==> src/design/kfd_pkg.sv <==
// kfd_pkg: shared types and constants for the kiss frame deframer
// byte codes, byte classes, result kinds and the beat structs between parts
// no dependencies
`timescale 1ns / 1ps

package kfd_pkg;

    // kiss special bytes
    localparam logic [7:0] KB_FEND  = 8'hC0;
    localparam logic [7:0] KB_FESC  = 8'hDB;
    localparam logic [7:0] KB_TFEND = 8'hDC;
    localparam logic [7:0] KB_TFESC = 8'hDD;

    // width of the frame length field
    localparam int LEN_W = 10;

    // class of one received byte, worked out by the front part
    typedef enum logic [2:0] {
        CLS_FEND,
        CLS_FESC,
        CLS_TFEND,
        CLS_TFESC,
        CLS_OTHER
    } t_byte_class;

    // result kinds as they leave the block
    typedef enum logic [1:0] {
        KIND_CMD   = 2'd0,
        KIND_DATA  = 2'd1,
        KIND_END   = 2'd2,
        KIND_ERROR = 2'd3
    } t_kind;

    // classified byte passed from front to back
    typedef struct packed {
        t_byte_class cls;
        logic [7:0]  rx_byte;
    } t_token;

    // one result beat
    typedef struct packed {
        t_kind            kind;
        logic [7:0]       out_byte;
        logic [LEN_W-1:0] frame_length;
    } t_result;

endpackage

==> src/design/kiss_frame_deframer.sv <==
// kiss_frame_deframer: top level, kiss stream in, decoded result beats out
// depends on kfd_pkg, kfd_front, kfd_queue, kfd_back
//
//   channel | handshake         | payload
//   --------+-------------------+------------------------------------------
//   input   | push / full       | i_rx_byte
//   result  | empty / pop       | o_result_kind, o_out_byte, o_frame_length
//
// one byte per cycle sustained while the consumer keeps popping results
// a byte waits in the token queue, its result in the result queue ahead of the ports
// full rises only when the two-entry token queue backs up behind the result queue
// synchronous active-low reset clears frame state, queues and the overflow latch
// after an overflow error bytes are still taken and dropped until reset
`timescale 1ns / 1ps

module kiss_frame_deframer #(
    parameter int MAX_FRAME_BYTES = 1024
) (
    input  logic       i_clk,
    input  logic       i_rst_n,
    input  logic       push,
    output logic       full,
    input  logic [7:0] i_rx_byte,
    output logic       empty,
    input  logic       pop,
    output logic [1:0] o_result_kind,
    output logic [7:0] o_out_byte,
    output logic [9:0] o_frame_length
);

    localparam int QUEUE_DEPTH = 2;

    logic             tok_push;
    logic             tok_full;
    logic             tok_empty;
    logic             tok_pop;
    kfd_pkg::t_token  tok_in;
    kfd_pkg::t_token  tok_out;
    logic             res_push;
    logic             res_full;
    kfd_pkg::t_result res_in;
    kfd_pkg::t_result res_out;

    // byte intake and classification
    kfd_front u_front (
        .i_push     (push),
        .i_rx_byte  (i_rx_byte),
        .i_tok_full (tok_full),
        .o_full     (full),
        .o_tok_push (tok_push),
        .o_token    (tok_in)
    );

    // token queue between front and back
    kfd_queue #(
        .WIDTH ($bits(kfd_pkg::t_token)),
        .DEPTH (QUEUE_DEPTH)
    ) u_tok_queue (
        .i_clk   (i_clk),
        .i_rst_n (i_rst_n),
        .i_push  (tok_push),
        .i_data  (tok_in),
        .o_full  (tok_full),
        .i_pop   (tok_pop),
        .o_data  (tok_out),
        .o_empty (tok_empty)
    );

    // deframing
    kfd_back #(
        .MAX_FRAME_BYTES (MAX_FRAME_BYTES)
    ) u_back (
        .i_clk       (i_clk),
        .i_rst_n     (i_rst_n),
        .i_tok_valid (!tok_empty),
        .i_token     (tok_out),
        .o_tok_pop   (tok_pop),
        .i_res_full  (res_full),
        .o_res_push  (res_push),
        .o_result    (res_in)
    );

    // result queue facing the consumer
    kfd_queue #(
        .WIDTH ($bits(kfd_pkg::t_result)),
        .DEPTH (QUEUE_DEPTH)
    ) u_res_queue (
        .i_clk   (i_clk),
        .i_rst_n (i_rst_n),
        .i_push  (res_push),
        .i_data  (res_in),
        .o_full  (res_full),
        .i_pop   (pop),
        .o_data  (res_out),
        .o_empty (empty)
    );

    // result fields
    assign o_result_kind  = res_out.kind;
    assign o_out_byte     = res_out.out_byte;
    assign o_frame_length = res_out.frame_length;

endmodule

==> src/design/kfd_queue.sv <==
// kfd_queue: small first-word-fall-through queue held in flip-flops
// used between front and back and on the result side; no dependencies
`timescale 1ns / 1ps

module kfd_queue #(
    parameter int WIDTH = 8,
    parameter int DEPTH = 2    // power of two, at least 2
) (
    input  logic             i_clk,
    input  logic             i_rst_n,
    input  logic             i_push,
    input  logic [WIDTH-1:0] i_data,
    output logic             o_full,
    input  logic             i_pop,
    output logic [WIDTH-1:0] o_data,
    output logic             o_empty
);

    localparam int PTR_W = $clog2(DEPTH);
    localparam int CNT_W = $clog2(DEPTH + 1);
    localparam logic [CNT_W-1:0] CNT_FULL = CNT_W'(DEPTH);

    logic [WIDTH-1:0] r_mem [DEPTH];
    logic [PTR_W-1:0] r_wr_ptr;
    logic [PTR_W-1:0] r_rd_ptr;
    logic [CNT_W-1:0] r_count;
    logic             do_push;
    logic             do_pop;

    // handshake qualifiers
    assign o_full  = (r_count == CNT_FULL);
    assign o_empty = (r_count == '0);
    assign do_push = i_push && !o_full;
    assign do_pop  = i_pop && !o_empty;
    assign o_data  = r_mem[r_rd_ptr];

    // pointers and fill count
    always_ff @(posedge i_clk) begin
        if (!i_rst_n) begin
            r_wr_ptr <= '0;
            r_rd_ptr <= '0;
            r_count  <= '0;
        end else begin
            if (do_push) begin
                r_wr_ptr <= r_wr_ptr + PTR_W'(1);
            end
            if (do_pop) begin
                r_rd_ptr <= r_rd_ptr + PTR_W'(1);
            end
            if (do_push && !do_pop) begin
                r_count <= r_count + CNT_W'(1);
            end else if (do_pop && !do_push) begin
                r_count <= r_count - CNT_W'(1);
            end
        end
    end

    // storage, no reset needed
    always_ff @(posedge i_clk) begin
        if (do_push) begin
            r_mem[r_wr_ptr] <= i_data;
        end
    end

`ifndef NO_ASSERTIONS
    // fill count stays within depth
    a_count_range: assert property (@(posedge i_clk) disable iff (!i_rst_n)
        r_count <= CNT_FULL)
        else $error("queue count beyond depth");

    // count follows a lone push
    a_count_push: assert property (@(posedge i_clk) disable iff (!i_rst_n)
        (do_push && !do_pop) |=> (r_count == $past(r_count) + CNT_W'(1)))
        else $error("queue count missed a push");

    // write and read pointers agree with the count
    a_ptr_gap: assert property (@(posedge i_clk) disable iff (!i_rst_n)
        (r_wr_ptr - r_rd_ptr) == PTR_W'(r_count))
        else $error("queue pointers out of step with count");
`endif

endmodule

==> src/design/kfd_front.sv <==
// kfd_front: accepts raw bytes and tags each with its kiss byte class
// depends on kfd_pkg
`timescale 1ns / 1ps

module kfd_front (
    input  logic          i_push,
    input  logic [7:0]    i_rx_byte,
    input  logic          i_tok_full,
    output logic          o_full,
    output logic          o_tok_push,
    output kfd_pkg::t_token o_token
);

    // accept whenever the token queue has room
    assign o_full     = i_tok_full;
    assign o_tok_push = i_push && !i_tok_full;

    // byte classification
    always_comb begin
        o_token.rx_byte = i_rx_byte;
        unique case (i_rx_byte)
            kfd_pkg::KB_FEND:  o_token.cls = kfd_pkg::CLS_FEND;
            kfd_pkg::KB_FESC:  o_token.cls = kfd_pkg::CLS_FESC;
            kfd_pkg::KB_TFEND: o_token.cls = kfd_pkg::CLS_TFEND;
            kfd_pkg::KB_TFESC: o_token.cls = kfd_pkg::CLS_TFESC;
            default:           o_token.cls = kfd_pkg::CLS_OTHER;
        endcase
    end

endmodule

==> src/design/kfd_back.sv <==
// kfd_back: frame state, unescaping, byte count and overflow latch
// takes classified bytes and pushes result beats; depends on kfd_pkg
`timescale 1ns / 1ps

module kfd_back #(
    parameter int MAX_FRAME_BYTES = 1024
) (
    input  logic             i_clk,
    input  logic             i_rst_n,
    input  logic             i_tok_valid,
    input  kfd_pkg::t_token  i_token,
    output logic             o_tok_pop,
    input  logic             i_res_full,
    output logic             o_res_push,
    output kfd_pkg::t_result o_result
);

    localparam int CNT_W = $clog2(MAX_FRAME_BYTES);
    localparam logic [CNT_W-1:0] CNT_LAST = CNT_W'(MAX_FRAME_BYTES - 1);

    logic             r_in_frame,   n_in_frame;
    logic             r_expect_cmd, n_expect_cmd;
    logic             r_escape,     n_escape;
    logic [CNT_W-1:0] r_count,      n_count;
    logic             r_error,      n_error;
    logic             data_beat;
    logic [7:0]       data_val;
    logic [31:0]      count_wide;

    assign count_wide = 32'(r_count);

    // deframing decisions for the beat at the head of the token queue
    always_comb begin
        n_in_frame   = r_in_frame;
        n_expect_cmd = r_expect_cmd;
        n_escape     = r_escape;
        n_count      = r_count;
        n_error      = r_error;
        o_res_push   = 1'b0;
        o_result     = '{kind: kfd_pkg::KIND_CMD, out_byte: 8'h00,
                         frame_length: '0};
        data_beat    = 1'b0;
        data_val     = i_token.rx_byte;
        o_tok_pop    = i_tok_valid && !i_res_full;

        if (o_tok_pop && !r_error) begin
            if (!r_in_frame) begin
                // hunting: only a frame mark matters
                if (i_token.cls == kfd_pkg::CLS_FEND) begin
                    n_in_frame   = 1'b1;
                    n_expect_cmd = 1'b1;
                    n_escape     = 1'b0;
                    n_count      = '0;
                end
            end else if (i_token.cls == kfd_pkg::CLS_FEND) begin
                if (r_count != '0) begin
                    // close the frame with its length
                    o_res_push            = 1'b1;
                    o_result.kind         = kfd_pkg::KIND_END;
                    o_result.frame_length = count_wide[kfd_pkg::LEN_W-1:0];
                    n_in_frame            = 1'b0;
                    n_expect_cmd          = 1'b0;
                    n_escape              = 1'b0;
                    n_count               = '0;
                end else begin
                    // empty frame restarts
                    n_in_frame   = 1'b1;
                    n_expect_cmd = 1'b1;
                    n_escape     = 1'b0;
                    n_count      = '0;
                end
            end else if (r_expect_cmd) begin
                n_expect_cmd      = 1'b0;
                o_res_push        = 1'b1;
                o_result.kind     = kfd_pkg::KIND_CMD;
                o_result.out_byte = i_token.rx_byte;
            end else if (r_escape) begin
                n_escape  = 1'b0;
                data_beat = 1'b1;
                case (i_token.cls)
                    kfd_pkg::CLS_TFEND: data_val = kfd_pkg::KB_FEND;
                    kfd_pkg::CLS_TFESC: data_val = kfd_pkg::KB_FESC;
                    default:            data_val = i_token.rx_byte;
                endcase
            end else if (i_token.cls == kfd_pkg::CLS_FESC) begin
                n_escape = 1'b1;
            end else begin
                data_beat = 1'b1;
            end

            // payload byte or overflow
            if (data_beat) begin
                o_res_push = 1'b1;
                if (r_count == CNT_LAST) begin
                    n_error       = 1'b1;
                    o_result.kind = kfd_pkg::KIND_ERROR;
                end else begin
                    n_count           = r_count + CNT_W'(1);
                    o_result.kind     = kfd_pkg::KIND_DATA;
                    o_result.out_byte = data_val;
                end
            end
        end
    end

    // state registers
    always_ff @(posedge i_clk) begin
        if (!i_rst_n) begin
            r_in_frame   <= 1'b0;
            r_expect_cmd <= 1'b0;
            r_escape     <= 1'b0;
            r_count      <= '0;
            r_error      <= 1'b0;
        end else begin
            r_in_frame   <= n_in_frame;
            r_expect_cmd <= n_expect_cmd;
            r_escape     <= n_escape;
            r_count      <= n_count;
            r_error      <= n_error;
        end
    end

`ifndef NO_ASSERTIONS
    // overflow latch holds until reset
    a_error_sticky: assert property (@(posedge i_clk) disable iff (!i_rst_n)
        r_error |=> r_error)
        else $error("overflow latch dropped");

    // an error beat always sets the latch and only once
    a_error_once: assert property (@(posedge i_clk) disable iff (!i_rst_n)
        (o_res_push && o_result.kind == kfd_pkg::KIND_ERROR)
            |-> !r_error ##1 r_error)
        else $error("error beat without latch");

    // pending escape only inside a frame past its command byte
    a_escape_ctx: assert property (@(posedge i_clk) disable iff (!i_rst_n)
        r_escape |-> (r_in_frame && !r_expect_cmd))
        else $error("escape pending outside payload");

    // no beat is produced once latched
    a_quiet_error: assert property (@(posedge i_clk) disable iff (!i_rst_n)
        r_error |-> !o_res_push)
        else $error("result after overflow");
`endif

endmodule

==> config.mk <==
export PLATFORM = sky130hd
export DESIGN_NAME = kiss_frame_deframer
export DESIGN_NICKNAME = d
export VERILOG_FILES = /design/src/design/kfd_pkg.sv /design/src/design/kiss_frame_deframer.sv /design/src/design/kfd_queue.sv /design/src/design/kfd_front.sv /design/src/design/kfd_back.sv
export SDC_FILE = /design/constraint.sdc
export NUM_CORES = 1
export LEC_CHECK = 0
export ABC_AREA = 1
export BUFFER_PORTS_ARGS = -buffer_cell sky130_fd_sc_hd__buf_2
export CORE_ASPECT_RATIO = 0.6
export CORE_UTILIZATION = 42
export CTS_CLUSTER_SIZE = 12
export DETAILED_ROUTE_END_ITERATION = 12
export PLACE_DENSITY = 0.64
export SYNTH_ARGS = -nofsm -noshare
export SYNTH_HDL_FRONTEND = slang
export SYNTH_SLANG_ARGS = --single-unit
==> constraint.sdc <==
create_clock -name i_clk -period 2.8 [get_ports i_clk]
set_clock_uncertainty 0.15 [all_clocks]
set_input_delay 0.14 -clock i_clk [delete_from_list [all_inputs] [get_ports i_clk]]
set_output_delay 0.14 -clock i_clk [all_outputs]
set_load 0.02 [all_outputs]
After elaboration in Yosys (flattened, before gate mapping)
Memories as Yosys holds them, arrays and structs flattened. A register that Yosys moved wholly into a read port is not among the register bits.
Index checks and enable logic that the tools add are counted.
{ "classes": {"bitwise_logic": 0, "reduce_logical": 30, "n_mul": 0, "n_div": 0, "addsub": 9, "mux": 57, "n_eq_ne": 11, "n_shift": 0, "magnitude_cmp": 0} }
{ "op_table": {"columns": ["op", "count"], "rows": [
  ["$mux 10", 6],
  ["$mux 8", 7],
  ["$mux 20", 2],
  ["$mux 1", 33],
  ["$eq 8x8->1 const B", 4],
  ["$pmux 8 s2", 1],
  ["$mux 2", 7],
  ["$pmux 3 s4", 1],
  ["$logic_and 1x1->1", 11],
  ["$add 10x1->10 const B", 1],
  ["$eq 10x10->1 const B", 1],
  ["$reduce_bool 10->1", 1],
  ["$logic_not 1->1", 9],
  ["$eq 3x2->1 const B", 2],
  ["$reduce_and 3->1", 2],
  ["$reduce_bool 2->1", 3],
  ["$add 1x1->1 const B", 4],
  ["$add 2x1->2 const B", 2],
  ["$eq 2x2->1 const B", 2],
  ["$logic_not 2->1", 2],
  ["$sub 2x1->2 const B", 2],
  ["$eq 3x1->1 const B", 1],
  ["$logic_not 3->1", 1],
  ["$ne 2x2->1 const B", 1],
  ["$reduce_and 2->1", 1]
]} }
{ "totals": {"mem_bits_rw": 62, "out_inout_bits": 22, "n_memories": 2, "regBits": 22, "romBits": 0, "latch_bits": 0} }
{ "memory_table": {"columns": ["name", "depth", "width", "rd", "rd_clocked_by_memory_dff", "write_ports", "line_no", "rtl"], "rows": [
  ["u_res_queue.r_mem", 2, 20, 1, 1, 1, "kfd_queue.sv:23", "logic [WIDTH-1:0] r_mem [DEPTH];"],
  ["u_tok_queue.r_mem", 2, 11, 1, 1, 1, "kfd_queue.sv:23", null]
]} }

Depth between registers and ports, before layout
Gate-level depths: netlist of run 1.
{ "depth": {"word_depth": 14, "ltp_mapped": 15} }

Cells and area by module
A second synthesis of run 1 with hierarchy kept.
{ "hier_totals": {"hier_cells": 406, "hier_area_um2": 4111.4} }
{ "modules_own_cells": {"columns": ["mod", "cells_each", "area_per_inst_um2", "n_inst"], "rows": [
  ["kfd_queue at u_res_queue", 100, 1689.1, 1],
  ["kfd_back", 196, 1198.6, 1],
  ["kfd_queue at u_tok_queue", 72, 1039.7, 1],
  ["kfd_front", 37, 180.2, 1],
  ["kiss_frame_deframer", 1, 3.8, 1]
]} }

Least setup slack after synthesis of run 1
Ideal clock, no wire load.
{ "synth_path": {"path_kind": "reg-to-reg", "from": "register with a tool-made name", "to": "memory u_res_queue.r_mem[0][0] (netlist name), enable pin", "path_stages_with_launch": 11, "arrival_ns": 2.015, "period_less_slack_ns": 2.562, "slack_ns": 0.238, "t_required_ns": 2.253, "cell_sequence": "dfxtp_1 > inv_2 > nand2_1 > nand2_2 > nand3_4 > nand2_4 > inv_4 > nand2_4 > nand3_1 > nand2_1 > nor2_1"} }
{ "synth_rtl": {"columns": ["element", "line_no"], "rows": [
  ["end, declared", "kfd_queue.sv:23"]
]} }

==> flow_metrics.env, run 1 <==
export IMPL_sequential_cell_area_fraction_in_the_yosys_report_pct=57.4
export IMPL_post_dp_cell_area_um2=4410
export IMPL_antenna_left=0
export IMPL_syn_nets=426
export IMPL_via_count=2878
export IMPL_hold_path_class="input port to register"
export IMPL_critPathLaunchType="register"
export IMPL_filler_cell_count=857
export IMPL_synthDominantAreaCellType="sky130_fd_sc_hd__edfxtp_1"
export IMPL_clockBufferDepth=2
export IMPL_place_detailed_hpwl_um=5950
export IMPL_max_clock_freq_mhz=408
export IMPL_cap_viol_max_count=0
export IMPL_chipWidth_um=129
export IMPL_power_static_leakage_nw=1.86
export IMPL_ctsHtreeMaxLevel=3
export IMPL_timing_reg2reg_setup_slack_ns=0.35
export IMPL_final_layout_size_suffix_gt1_share_pct=22.9
export IMPL_timing_critical_path_fanout_max=9
export IMPL_placementRows=27
export IMPL_timing_critical_path_max_delay_family="simple AND/OR/NAND/NOR gates"
export IMPL_final_critical_path_setup_slack_ns=0.352
export IMPL_worst_slew_pin_transition_ns=0.496
export IMPL_post_synth_inst_count=410
export IMPL_vdd_drop_max_uv=379
export IMPL_areaGrowthSynthToFinish_pct=17.8
export IMPL_final_setup_viol_count=0
export IMPL_ys_ff_latch=86
export IMPL_design_die_area_um2=10100
export IMPL_tritoncts_buffers=9
export IMPL_finalHoldViolCount=0
export IMPL_slew_headroom_pct=66.9
export IMPL_setup_repair_after_global_routing_missed_its_margin="false"
export IMPL_cts_sink_count=86
export IMPL_drt_initial_drc_count=218
export IMPL_cts_tree="yes"
export IMPL_most_frequent_cells_in_the_layout="84 x sky130_fd_sc_hd__nand2_1, 62 x sky130_fd_sc_hd__edfxtp_1, 54 x sky130_fd_sc_hd__nor2_1, 45 x sky130_fd_sc_hd__inv_1, 33 x sky130_fd_sc_hd__buf_2"
export IMPL_synthesis_yosys_warnings=0
export IMPL_maximum_number_of_pins_on_one_net_before_global_route_repair=21
export IMPL_detail_route_wirelength_um=8360
export IMPL_number_of_instances_resized_during_post_cts_repair=0
export IMPL_timing_rr_end="u_res_queue.r_count[1]"
export IMPL_fin_crit_sh_pct=87.4
export IMPL_timing_max_transition_violations_final=0
export IMPL_cp_common_cell="sky130_fd_sc_hd__nand2_4"
export IMPL_synth_edff_count=62
export IMPL_vias_per_cell=4.82
export IMPL_crit_required_ns=2.87
export IMPL_drc_errors=0
export IMPL_crit_path_cell_trace="nand2_1 > nand2_4 > nand3_4 > nand2_4 > inv_4 > nand2_4 > nand3_1 > nand2_1 > inv_1 > ha_1 > a21oi_1 > o21ai_0 > o21ai_0 > a21oi_1"
export IMPL_critical_path_endpoint_type="register"
export IMPL_finish_instance_area_um2=4800
export IMPL_dp_slack_ns=0.368
export IMPL_syn_area_per_cell_um2=9.95
export IMPL_gpl_final_weighted_congestion=0.914
export IMPL_clk_latency_ns=0.34
export IMPL_i_o_pins=34
export IMPL_finalSetupTns_ns=0
export IMPL_cp_arrival_ns=2.52
export IMPL_cts_setup_buffers=0
export IMPL_worstRegToRegCells=14
export IMPL_critical_path_max_stage_delay_ns=0.45
export IMPL_multi_input_area_um2=1500
export IMPL_nets=478
export IMPL_num_antenna_cells=0
export IMPL_dominantRegCellSynth="sky130_fd_sc_hd__edfxtp_1"
export IMPL_cts_root_buf="sky130_fd_sc_hd__clkbuf_16"
export IMPL_min_period_ns=2.45
export IMPL_power_density_nw_per_um2=722
export IMPL_grt_util_all_layers_pct=18.2
export IMPL_floorplan_core_area_um2=9290
export IMPL_timing_worst_setup_path_type="register to register"
export IMPL_placed_cells=572
export IMPL_timing_critical_path_slowest_stage_cell="sky130_fd_sc_hd__dfxtp_1"
export IMPL_clk_transition_reported_paths_ns=0.06
export IMPL_yosysTopAreaCellShare_pct=45.6
export IMPL_timing_critical_path_buf_inv=2
export IMPL_count_of_placed_standard_cells_in_the_final_layout_fillers_left_out=597
export IMPL_die_height_um=78.3
export IMPL_register_area_um2=2340
export IMPL_route_detailed_wl_per_inst_um=14.0
export IMPL_synth_top_cells_by_area="sky130_fd_sc_hd__edfxtp_1 46%, sky130_fd_sc_hd__dfxtp_1 12%, sky130_fd_sc_hd__nand2_1 7.7%"
export IMPL_hold_path_startpoint="pop"
export IMPL_firstDrtPassIters=5
export IMPL_overflow=0
export IMPL_hold_path_end="u_res_queue.r_rd_ptr"
export IMPL_initial_antenna_violation_count=0
export IMPL_grt_first_pass_wirelength_um=13600
export IMPL_min_delay_path_depth=4
export IMPL_outcome="complete, no violations"
export IMPL_initial_core_util_pct=43.9
export IMPL_via_count_of_the_first_global_routing_pass=2652
export IMPL_syn_cell_area_um2=4080
export IMPL_yosysUniqueCellTypes=35
export IMPL_port_buffer_count=33
export IMPL_synthArstFlopShare_pct=0
export IMPL_layout_cells_most_common="sky130_fd_sc_hd__nand2_1"
export IMPL_cts_hold_buf=9
## synth_stat cells, types with 2 or more instances
cell type,n
sky130_fd_sc_hd__nand2_1,84
sky130_fd_sc_hd__edfxtp_1,62
sky130_fd_sc_hd__nor2_1,54
sky130_fd_sc_hd__inv_1,45
sky130_fd_sc_hd__dfxtp_1,24
sky130_fd_sc_hd__a21oi_1,21
sky130_fd_sc_hd__mux2_2,20
sky130_fd_sc_hd__nand3_1,18
sky130_fd_sc_hd__o21ai_0,16
sky130_fd_sc_hd__inv_2,6
sky130_fd_sc_hd__mux2i_1,6
sky130_fd_sc_hd__nand2_2,6
sky130_fd_sc_hd__ha_1,4
sky130_fd_sc_hd__nand2_4,4
sky130_fd_sc_hd__nand4_1,4
sky130_fd_sc_hd__clkbuf_1,3
sky130_fd_sc_hd__nand3_4,3
sky130_fd_sc_hd__nor2_2,3
sky130_fd_sc_hd__nor3_2,3
sky130_fd_sc_hd__o21ai_1,3
sky130_fd_sc_hd__xor2_1,3
sky130_fd_sc_hd__buf_2,2
sky130_fd_sc_hd__buf_6,2
sky130_fd_sc_hd__nor2_4,2
sky130_fd_sc_hd__nor3b_1,2
## per-layer routing
metal  track usage (%)  vias to the layer above  routed length (um)
met2              25.1                      113                3270
met4              6.47                        0                 110
met5                 0                        -                   0
met1              27.2                     1291                4340
li1                  -                     1466                   -
met3              4.84                        8                 636
## report_power, final
group	internal, mW	switching, mW
Clock	0.703	0.498
Combinational	0.259	0.501
Sequential	1.46	0.0535
## state kept, by name, indices dropped and copies added, names as in the netlist, named ones only
signal,cells
u_res_queue.r_wr_ptr,1
u_tok_queue.r_mem,22
u_back.r_error,1
u_back.r_escape,1
u_back.r_in_frame,1
u_res_queue.r_mem,40
u_back.r_count,10
u_tok_queue.r_wr_ptr,1
u_back.r_expect_cmd,1
u_res_queue.r_count,2
u_tok_queue.r_rd_ptr,1
u_tok_queue.r_count,2
u_res_queue.r_rd_ptr,1
## final cells by class
| type | instances | share of cell area (%) |
|---|---|---|
| multi-input cells | 265 | 31.1 |
| flip-flops and latches | 86 | 48.8 |
| clock inverters | 7 | 1.69 |
| well taps | 130 | 3.39 |
| inverters | 52 | 4.11 |
| repair buffers | 48 | 6.25 |
| clock buffers | 9 | 4.69 |
## tightest hold or removal path, cell delays in order
cell and delay (ns):
sky130_fd_sc_hd__buf_2 0.09, sky130_fd_sc_hd__o21ai_0 0.15, sky130_fd_sc_hd__xor2_1 0.11, sky130_fd_sc_hd__nor2_1 0.07
## worst max path at each step
stage / end / cells after the start
floorplan: u_res_queue.r_mem[0][0] / 10
global placement: u_res_queue.r_count[1] / 14
detailed placement: u_res_queue.r_count[1] / 14
CTS: u_res_queue.r_count[1] / 14
global route: u_res_queue.r_count[1] / 14
finish: u_res_queue.r_count[1] / 14
## stage by stage
step           power [mW]  utilization, %  hold slack [ns]
2_1_floorplan        2.09               -           0.0889
3_3_place_gp         2.26            47.4            0.199
3_5_place_dp         2.28            47.4            0.203
4_1_cts              3.50            51.7           0.0946
5_1_grt              3.65            51.7            0.145
6_report             3.47            51.7            0.108
## cell families after synthesis
family / after synthesis / synth area share (%)
AO/OA/AOI/OAI: 44 / 5.71
adder cells (fa/ha/maj): 4 / 1.23
flip-flops: 86 / 57.4
AND/OR/NAND/NOR: 187 / 21.9
multiplexers: 26 / 6.99
buffers and inverters: 59 / 5.92
XOR/XNOR: 4 / 0.859
No activity file was read; power rests on OpenSTA's default activity.
==> run 2: changes to the inputs <==
--- a/config.mk
+++ b/config.mk
@@ -11,6 +11,7 @@
 export CORE_UTILIZATION = 42
 export CTS_CLUSTER_SIZE = 12
 export DETAILED_ROUTE_END_ITERATION = 12
+export MAX_ROUTING_LAYER = met4
 export PLACE_DENSITY = 0.64
 export SYNTH_ARGS = -nofsm -noshare
 export SYNTH_HDL_FRONTEND = slang
==> run 2 against run 1 <==
Sequential power barely moved. Via count increased by 0.14%. Global-route usage rose by 0.33 points. Combinational power shrank 1%. Critical path depth rose by 1. Worst hold slack got worse by 0.092 ns. Core utilization shrank 0.18 points. Cell count down 0.17%. Critical path type unchanged. Critical endpoint unchanged. Largest power group unchanged. Highest routed layer unchanged.
==> flow_metrics.env, run 2 (synthesis gave the netlist of run 1 again) <==
export IMPL_outcome="complete, no violations"
export IMPL_areaGrowthSynthToFinish_pct=17.4
export IMPL_cp_common_cell="sky130_fd_sc_hd__nand2_4"
export IMPL_nets=477
export IMPL_critical_path_max_stage_delay_ns=0.35
export IMPL_most_frequent_cells_in_the_layout="84 x sky130_fd_sc_hd__nand2_1, 62 x sky130_fd_sc_hd__edfxtp_1, 54 x sky130_fd_sc_hd__nor2_1, 45 x sky130_fd_sc_hd__inv_1, 33 x sky130_fd_sc_hd__buf_2"
export IMPL_finalHoldViolCount=0
export IMPL_chipWidth_um=129
export IMPL_timing_max_transition_violations_final=0
export IMPL_clockBufferDepth=2
export IMPL_combPwrFrac_pct=21.7
export IMPL_max_clock_freq_mhz=424
export IMPL_fin_crit_sh_pct=84.3
export IMPL_timing_rr_end="u_res_queue.r_count[1]"
export IMPL_hold_path_startpoint="i_rst_n"
export IMPL_port_buffer_count=33
export IMPL_overflow=0
export IMPL_detail_route_wirelength_um=8390
export IMPL_hold_path_class="input port to register"
export IMPL_layout_cells_most_common="sky130_fd_sc_hd__nand2_1"
export IMPL_route_detailed_wl_per_inst_um=14.1
export IMPL_cap_viol_max_count=0
export IMPL_timing_critical_path_slowest_stage_cell="sky130_fd_sc_hd__dfxtp_1"
export IMPL_power_static_leakage_nw=1.86
export IMPL_pwr_share_seq_pct=44.0
export IMPL_cts_tree="yes"
export IMPL_grt_first_pass_wirelength_um=13400
export IMPL_timing_worst_setup_path_type="register to register"
export IMPL_finalSetupTns_ns=0
export IMPL_num_antenna_cells=0
export IMPL_tritoncts_buffers=9
export IMPL_firstDrtPassIters=5
export IMPL_largest_register="u_res_queue.r_mem"
export IMPL_via_count_of_the_first_global_routing_pass=2620
export IMPL_via_count=2882
export IMPL_worst_slew_pin_transition_ns=0.604
export IMPL_timing_critical_path_fanout_max=9
export IMPL_critical_path_endpoint_type="register"
export IMPL_maximum_number_of_pins_on_one_net_before_global_route_repair=22
export IMPL_drt_initial_drc_count=234
export IMPL_cts_setup_buffers=0
export IMPL_design_die_area_um2=10100
export IMPL_slew_headroom_pct=59.7
export IMPL_crit_required_ns=2.87
export IMPL_vias_per_cell=4.84
export IMPL_clk_transition_reported_paths_ns=0.06
export IMPL_cp_arrival_ns=2.43
export IMPL_dp_slack_ns=0.449
export IMPL_cts_sink_count=86
export IMPL_worstRegToRegCells=15
export IMPL_critPathLaunchType="register"
export IMPL_drc_errors=0
export IMPL_timing_reg2reg_setup_slack_ns=0.44
export IMPL_max_reg_flops=40
export IMPL_crit_path_cell_trace="inv_2 > nand2_2 > nand2_4 > nand3_4 > nand2_4 > inv_4 > nand2_4 > nand3_1 > nand2_1 > inv_1 > ha_1 > a21oi_1 > o21ai_0 > o21ai_0 > a21oi_1"
export IMPL_hold_path_end="u_back.r_count[3]"
export IMPL_timing_critical_path_buf_inv=3
export IMPL_vdd_drop_max_uv=379
export IMPL_final_critical_path_setup_slack_ns=0.440
export IMPL_p_sw_share_pct=30.1
export IMPL_internal_power_mw=2.41
export IMPL_cts_root_buf="sky130_fd_sc_hd__clkbuf_16"
export IMPL_min_delay_path_depth=3
export IMPL_i_o_pins=34
export IMPL_crit_cells=15
export IMPL_place_detailed_hpwl_um=6010
export IMPL_register_area_um2=2340
export IMPL_final_setup_viol_count=0
export IMPL_multi_input_area_um2=1500
export IMPL_filler_cell_count=844
export IMPL_initial_antenna_violation_count=0
export IMPL_initial_core_util_pct=43.9
export IMPL_floorplan_core_area_um2=9290
export IMPL_setup_repair_after_global_routing_missed_its_margin="false"
export IMPL_reg_largest_list="u_res_queue.r_mem: 40 flops, u_tok_queue.r_mem: 22 flops, u_back.r_count: 10 flops"
export IMPL_die_height_um=78.3
export IMPL_ctsHtreeMaxLevel=3
export IMPL_number_of_instances_resized_during_post_cts_repair=0
export IMPL_gpl_final_weighted_congestion=0.893
export IMPL_clk_latency_ns=0.33
export IMPL_placementRows=27
export IMPL_grt_util_all_layers_pct=18.6
export IMPL_min_period_ns=2.36
export IMPL_share_of_total_power_in_the_clock_network_pct=34.3
export IMPL_cts_hold_buf=8
export IMPL_switchingPower_mw=1.04
export IMPL_power_density_nw_per_um2=721
export IMPL_timing_critical_path_max_delay_family="simple AND/OR/NAND/NOR gates"
export IMPL_antenna_left=0
export IMPL_final_layout_size_suffix_gt1_share_pct=22.7
run 2: cell count changes in the layout (fill, tap and decap cells not counted), sizes merged:
cell / before / now
clkinv: 0 / 2
clkinvlp: 3 / 1
dlygate4sd3: 9 / 8
inv: 55 / 54
clkbuf: 9 / 10
run 2: cell type report:
class | count | area share [%]
multi-input combinational | 265 | 31.2
sequential | 86 | 48.9
clock buffer | 10 | 4.78
clock inverter | 6 | 1.49
tap | 130 | 3.40
timing repair buffer | 47 | 6.06
inverter | 52 | 4.13
run 2: power groups by stage:
stage	Combinational (mW)	Clock, mW	Sequential [mW]
floorplan	0.568	0	1.52
global placement	0.731	0	1.54
detailed placement	0.737	0	1.55
CTS	0.750	1.22	1.52
global route	0.836	1.27	1.53
finish	0.749	1.18	1.52
run 2: layer usage:
| layer | wire (um) | up-vias | track usage [%] |
|---|---|---|---|
| met5 | 0 | - | - |
| met4 | 99 | 0 | 6.00 |
| met3 | 573 | 8 | 5.11 |
| met2 | 3140 | 85 | 23.1 |
| met1 | 4580 | 1324 | 28.2 |
| li1 | - | 1465 | - |
run 2: worst max-delay path by stage:
stage,end,slack (ns)
global route,u_res_queue.r_count[1],0.20
floorplan,u_res_queue.r_mem[0][0],0.24
detailed placement,u_res_queue.r_count[1],0.45
finish,u_res_queue.r_count[1],0.44
global placement,u_res_queue.r_count[1],0.48
CTS,u_res_queue.r_count[1],0.44
run 2: tightest hold or removal path: cells and delay by family:
family                 cells  cell delay, ns
buffers and inverters      1            0.18
AO/OA/AOI/OAI              1            0.03
AND/OR/NAND/NOR            1            0.10
run 2: metrics by stage:
stage	instances	hold slack (ns)	total power, mW	util [%]	instance area, um^2
after floorplan	410	0.0889	2.09	-	4080
after global placement	572	0.198	2.28	47.4	4410
after detailed placement	572	0.205	2.28	47.4	4410
after CTS	596	0.00167	3.49	51.5	4790
after global routing	596	0.0335	3.63	51.5	4790
final	596	0.0153	3.45	51.5	4790
==> run 3: changes to the inputs <==
--- a/config.mk
+++ b/config.mk
@@ -5,14 +5,14 @@
 export SDC_FILE = /design/constraint.sdc
 export NUM_CORES = 1
 export LEC_CHECK = 0
-export ABC_AREA = 1
+export ABC_AREA = 0
 export BUFFER_PORTS_ARGS = -buffer_cell sky130_fd_sc_hd__buf_2
 export CORE_ASPECT_RATIO = 0.6
 export CORE_UTILIZATION = 42
 export CTS_CLUSTER_SIZE = 12
 export DETAILED_ROUTE_END_ITERATION = 12
 export MAX_ROUTING_LAYER = met4
-export PLACE_DENSITY = 0.64
+export PLACE_DENSITY = 0.65
 export SYNTH_ARGS = -nofsm -noshare
 export SYNTH_HDL_FRONTEND = slang
 export SYNTH_SLANG_ARGS = --single-unit
==> constraint.sdc (replaced) <==
create_clock -name i_clk -period 2.31 [get_ports i_clk]
set_clock_uncertainty 0.15 [all_clocks]
set_input_delay 0.1155 -clock i_clk [delete_from_list [all_inputs] [get_ports i_clk]]
set_output_delay 0.1155 -clock i_clk [all_outputs]
set_load 0.02 [all_outputs]
==> run 3 against run 2 <==
The run now ends with setup timing left. Sequential power up 21%. Power is 25% higher. Cell count decreased by 16%. Synthesized area is 7.9% lower. Critical endpoint unchanged. Largest power group unchanged. Global-route usage is 1.4 points higher.
==> flow_metrics.env, run 3 <==
export IMPL_final_critical_path_setup_slack_ns=-0.140
export IMPL_placed_cells=478
export IMPL_yosysUniqueCellTypes=52
export IMPL_grt_met3_usage_pct=7.20
export IMPL_critical_path_endpoint_type="register"
export IMPL_via_count=2685
export IMPL_chipWidth_um=124
export IMPL_clockBufferDepth=2
export IMPL_setup_repair_after_global_routing_missed_its_margin="true"
export IMPL_cp_arrival_ns=2.57
export IMPL_count_of_placed_standard_cells_in_the_final_layout_fillers_left_out=503
export IMPL_post_synth_inst_count=300
export IMPL_post_dp_cell_area_um2=4410
export IMPL_drt_initial_drc_count=247
export IMPL_final_layout_size_suffix_gt1_share_pct=35.5
export IMPL_worstRegToRegCells=9
export IMPL_filler_cell_count=711
export IMPL_min_delay_path_depth=4
export IMPL_cap_viol_max_count=0
export IMPL_min_period_ns=2.45
export IMPL_grt_met2_usage_pct=25.3
export IMPL_post_synth_most_frequent_cells="62 x sky130_fd_sc_hd__edfxtp_1, 24 x sky130_fd_sc_hd__dfxtp_1, 22 x sky130_fd_sc_hd__nor2_1, 21 x sky130_fd_sc_hd__mux2_2, 18 x sky130_fd_sc_hd__nand2_1"
export IMPL_outcome="finished with violations"
export IMPL_areaGrowthSynthToFinish_pct=29.9
export IMPL_i_o_pins=34
export IMPL_num_antenna_cells=0
export IMPL_syn_cell_area_um2=3760
export IMPL_vdd_drop_max_uv=442
export IMPL_die_height_um=75.3
export IMPL_synth_top_cells_by_area="sky130_fd_sc_hd__edfxtp_1 50%, sky130_fd_sc_hd__dfxtp_1 13%, sky130_fd_sc_hd__mux2_2 6.3%"
export IMPL_power_static_leakage_nw=1.68
export IMPL_timing_worst_setup_path_type="register to register"
export IMPL_grt_first_pass_wirelength_um=12800
export IMPL_placementRows=26
export IMPL_final_setup_viol_count=22
export IMPL_floorplan_core_area_um2=8590
export IMPL_tritoncts_buffers=9
export IMPL_synthDominantAreaCellType="sky130_fd_sc_hd__edfxtp_1"
export IMPL_worst_slew_pin_transition_ns=0.611
export IMPL_port_buffer_count=33
export IMPL_clk_latency_ns=0.34
export IMPL_synthArstFlopShare_pct=0
export IMPL_cts_sink_count=86
export IMPL_yosysTopAreaCellShare_pct=49.6
export IMPL_grt_util_all_layers_pct=20.0
export IMPL_overflow=0
export IMPL_firstDrtPassIters=4
export IMPL_initial_antenna_violation_count=0
export IMPL_critPathLaunchType="register"
export IMPL_timing_critical_path_fanout_max=2
export IMPL_crit_required_ns=2.43
export IMPL_via_count_of_the_first_global_routing_pass=2470
export IMPL_ctsHtreeMaxLevel=3
export IMPL_detail_route_wirelength_um=8370
export IMPL_slew_headroom_pct=59.2
export IMPL_initial_core_util_pct=43.7
export IMPL_reg_largest_list="u_res_queue.r_mem: 40 flops, u_tok_queue.r_mem: 22 flops, u_back.r_count: 10 flops"
export IMPL_finish_instance_area_um2=4880
export IMPL_largest_register="u_res_queue.r_mem"
export IMPL_clk_transition_reported_paths_ns=0.06
export IMPL_max_reg_flops=40
export IMPL_cts_tree="yes"
export IMPL_nets=402
export IMPL_sequential_cell_area_fraction_in_the_yosys_report_pct=62.4
export IMPL_syn_area_per_cell_um2=12.5
export IMPL_antenna_left=0
export IMPL_drc_errors=0
export IMPL_place_detailed_hpwl_um=5750
export IMPL_most_frequent_cells_in_the_layout="62 x sky130_fd_sc_hd__edfxtp_1, 41 x sky130_fd_sc_hd__buf_4, 33 x sky130_fd_sc_hd__buf_2, 22 x sky130_fd_sc_hd__dfxtp_1, 21 x sky130_fd_sc_hd__nor2_1"
export IMPL_timing_max_transition_violations_final=0
export IMPL_design_die_area_um2=9340
export IMPL_synth_edff_count=62
export IMPL_dominantRegCellSynth="sky130_fd_sc_hd__edfxtp_1"
export IMPL_global_route_peak_usage_layer="met1"
export IMPL_gpl_final_weighted_congestion=0.957
export IMPL_layout_cells_most_common="sky130_fd_sc_hd__edfxtp_1"
export IMPL_failed_checks="setup timing"
export IMPL_hold_path_class="input port to register"
export IMPL_groute_layer_met1_usage_pct=28.6
export IMPL_power_total_mw=4.33
export IMPL_syn_nets=316
export IMPL_ys_ff_latch=86
export IMPL_synthesis_yosys_warnings=0
export IMPL_cts_root_buf="sky130_fd_sc_hd__clkbuf_16"
export IMPL_route_detailed_wl_per_inst_um=16.6
export IMPL_post_synth_top_count_cell="sky130_fd_sc_hd__edfxtp_1"
export IMPL_finalHoldViolCount=0
export IMPL_max_clock_freq_mhz=408
export IMPL_maximum_number_of_pins_on_one_net_before_global_route_repair=21
export IMPL_power_density_nw_per_um2=886
export IMPL_fin_crit_sh_pct=106
export IMPL_vias_per_cell=5.34
run 3: cells by family after synthesis:
family | Yosys count | share of synthesized area, %
compound gates | 42 | 7.53
fa+ha+maj | 4 | 1.33
mux | 30 | 8.69
flops | 86 | 62.4
buf+inv | 19 | 2.17
xor+xnor | 8 | 1.87
simple gates | 111 | 16.1
run 3: path summary, 6_finish.rpt:
| kind | from | slack (ns) | endpoint |
|---|---|---|---|
| setup / recovery | u_back.r_count[6] | -0.14 | u_res_queue.r_count[1] |
| hold / removal | push | 0.02 | u_tok_queue.r_wr_ptr |
| setup reg to reg | u_back.r_count[6] | -0.14 | u_res_queue.r_count[1] |
| hold reg to reg | u_tok_queue.r_rd_ptr | 0.35 | register |
run 3: timing repair:
item / CTS / global route
cloned: 0 / 0
pin swaps: 1 / 2
hold endpoints to repair: 23 / 0
buffers inserted: 1 / 1
endpoints found under the setup margin: 22 / 47
resized for setup: 3 / 8
hold buffers: 9 / 0
run 3: power breakdown:
| part | internal (mW) | switching [mW] | total [mW] | leakage [nW] |
|---|---|---|---|---|
| clock | 0.955 | 0.605 | 1.56 | 0.150 |
| sequential | 1.78 | 0.0627 | 1.84 | 0.704 |
| combinational | 0.420 | 0.505 | 0.925 | 0.828 |
| total | 3.15 | 1.17 | 4.33 | 1.68 |
run 3: metrics by stage:
stage	hold WS [ns]	util (%)	setup TNS [ns]	worst slack [ns]
2_1_floorplan	0.0644	-	-0.0285	-0.0285
3_3_place_gp	0.166	51.4	-0.612	-0.0613
3_5_place_dp	0.175	51.4	-2.45	-0.117
4_1_cts	0.00741	56.5	-1.37	-0.103
5_1_grt	0.0554	56.8	-3.67	-0.222
6_report	0.0169	56.8	-0.905	-0.140
run 3: layout make-up:
class	instances	area (um^2)	share of cell area, %
flip-flops and latches	86	2340	48.0
clock buffers	10	229	4.69
well taps	112	140	2.87
inverters	10	37.5	0.769
repair buffers	84	583	11.9
clock inverters	6	92.6	1.90
multi-input cells	195	1450	29.8
run 3: critical path: stages, from the launching register on:
cell	delay (ns)
sky130_fd_sc_hd__dfxtp_2	0.34
sky130_fd_sc_hd__nor4_4	0.28
sky130_fd_sc_hd__buf_4	0.16
sky130_fd_sc_hd__nand4b_1	0.11
sky130_fd_sc_hd__and4b_1	0.24
sky130_fd_sc_hd__or3_4	0.37
sky130_fd_sc_hd__ha_4	0.17
sky130_fd_sc_hd__xor2_1	0.14
sky130_fd_sc_hd__or3_1	0.30
sky130_fd_sc_hd__a21oi_1	0.11
run 3: per-layer routing:
| metal | vias up | part of all wire, % | wire, um |
|---|---|---|---|
| li1 | 1303 | - | - |
| met1 | 1283 | 52 | 4350 |
| met2 | 89 | 40 | 3340 |
| met3 | 10 | 7.0 | 583 |
| met4 | 0 | 1.2 | 98 |
| met5 | - | 0 | 0 |
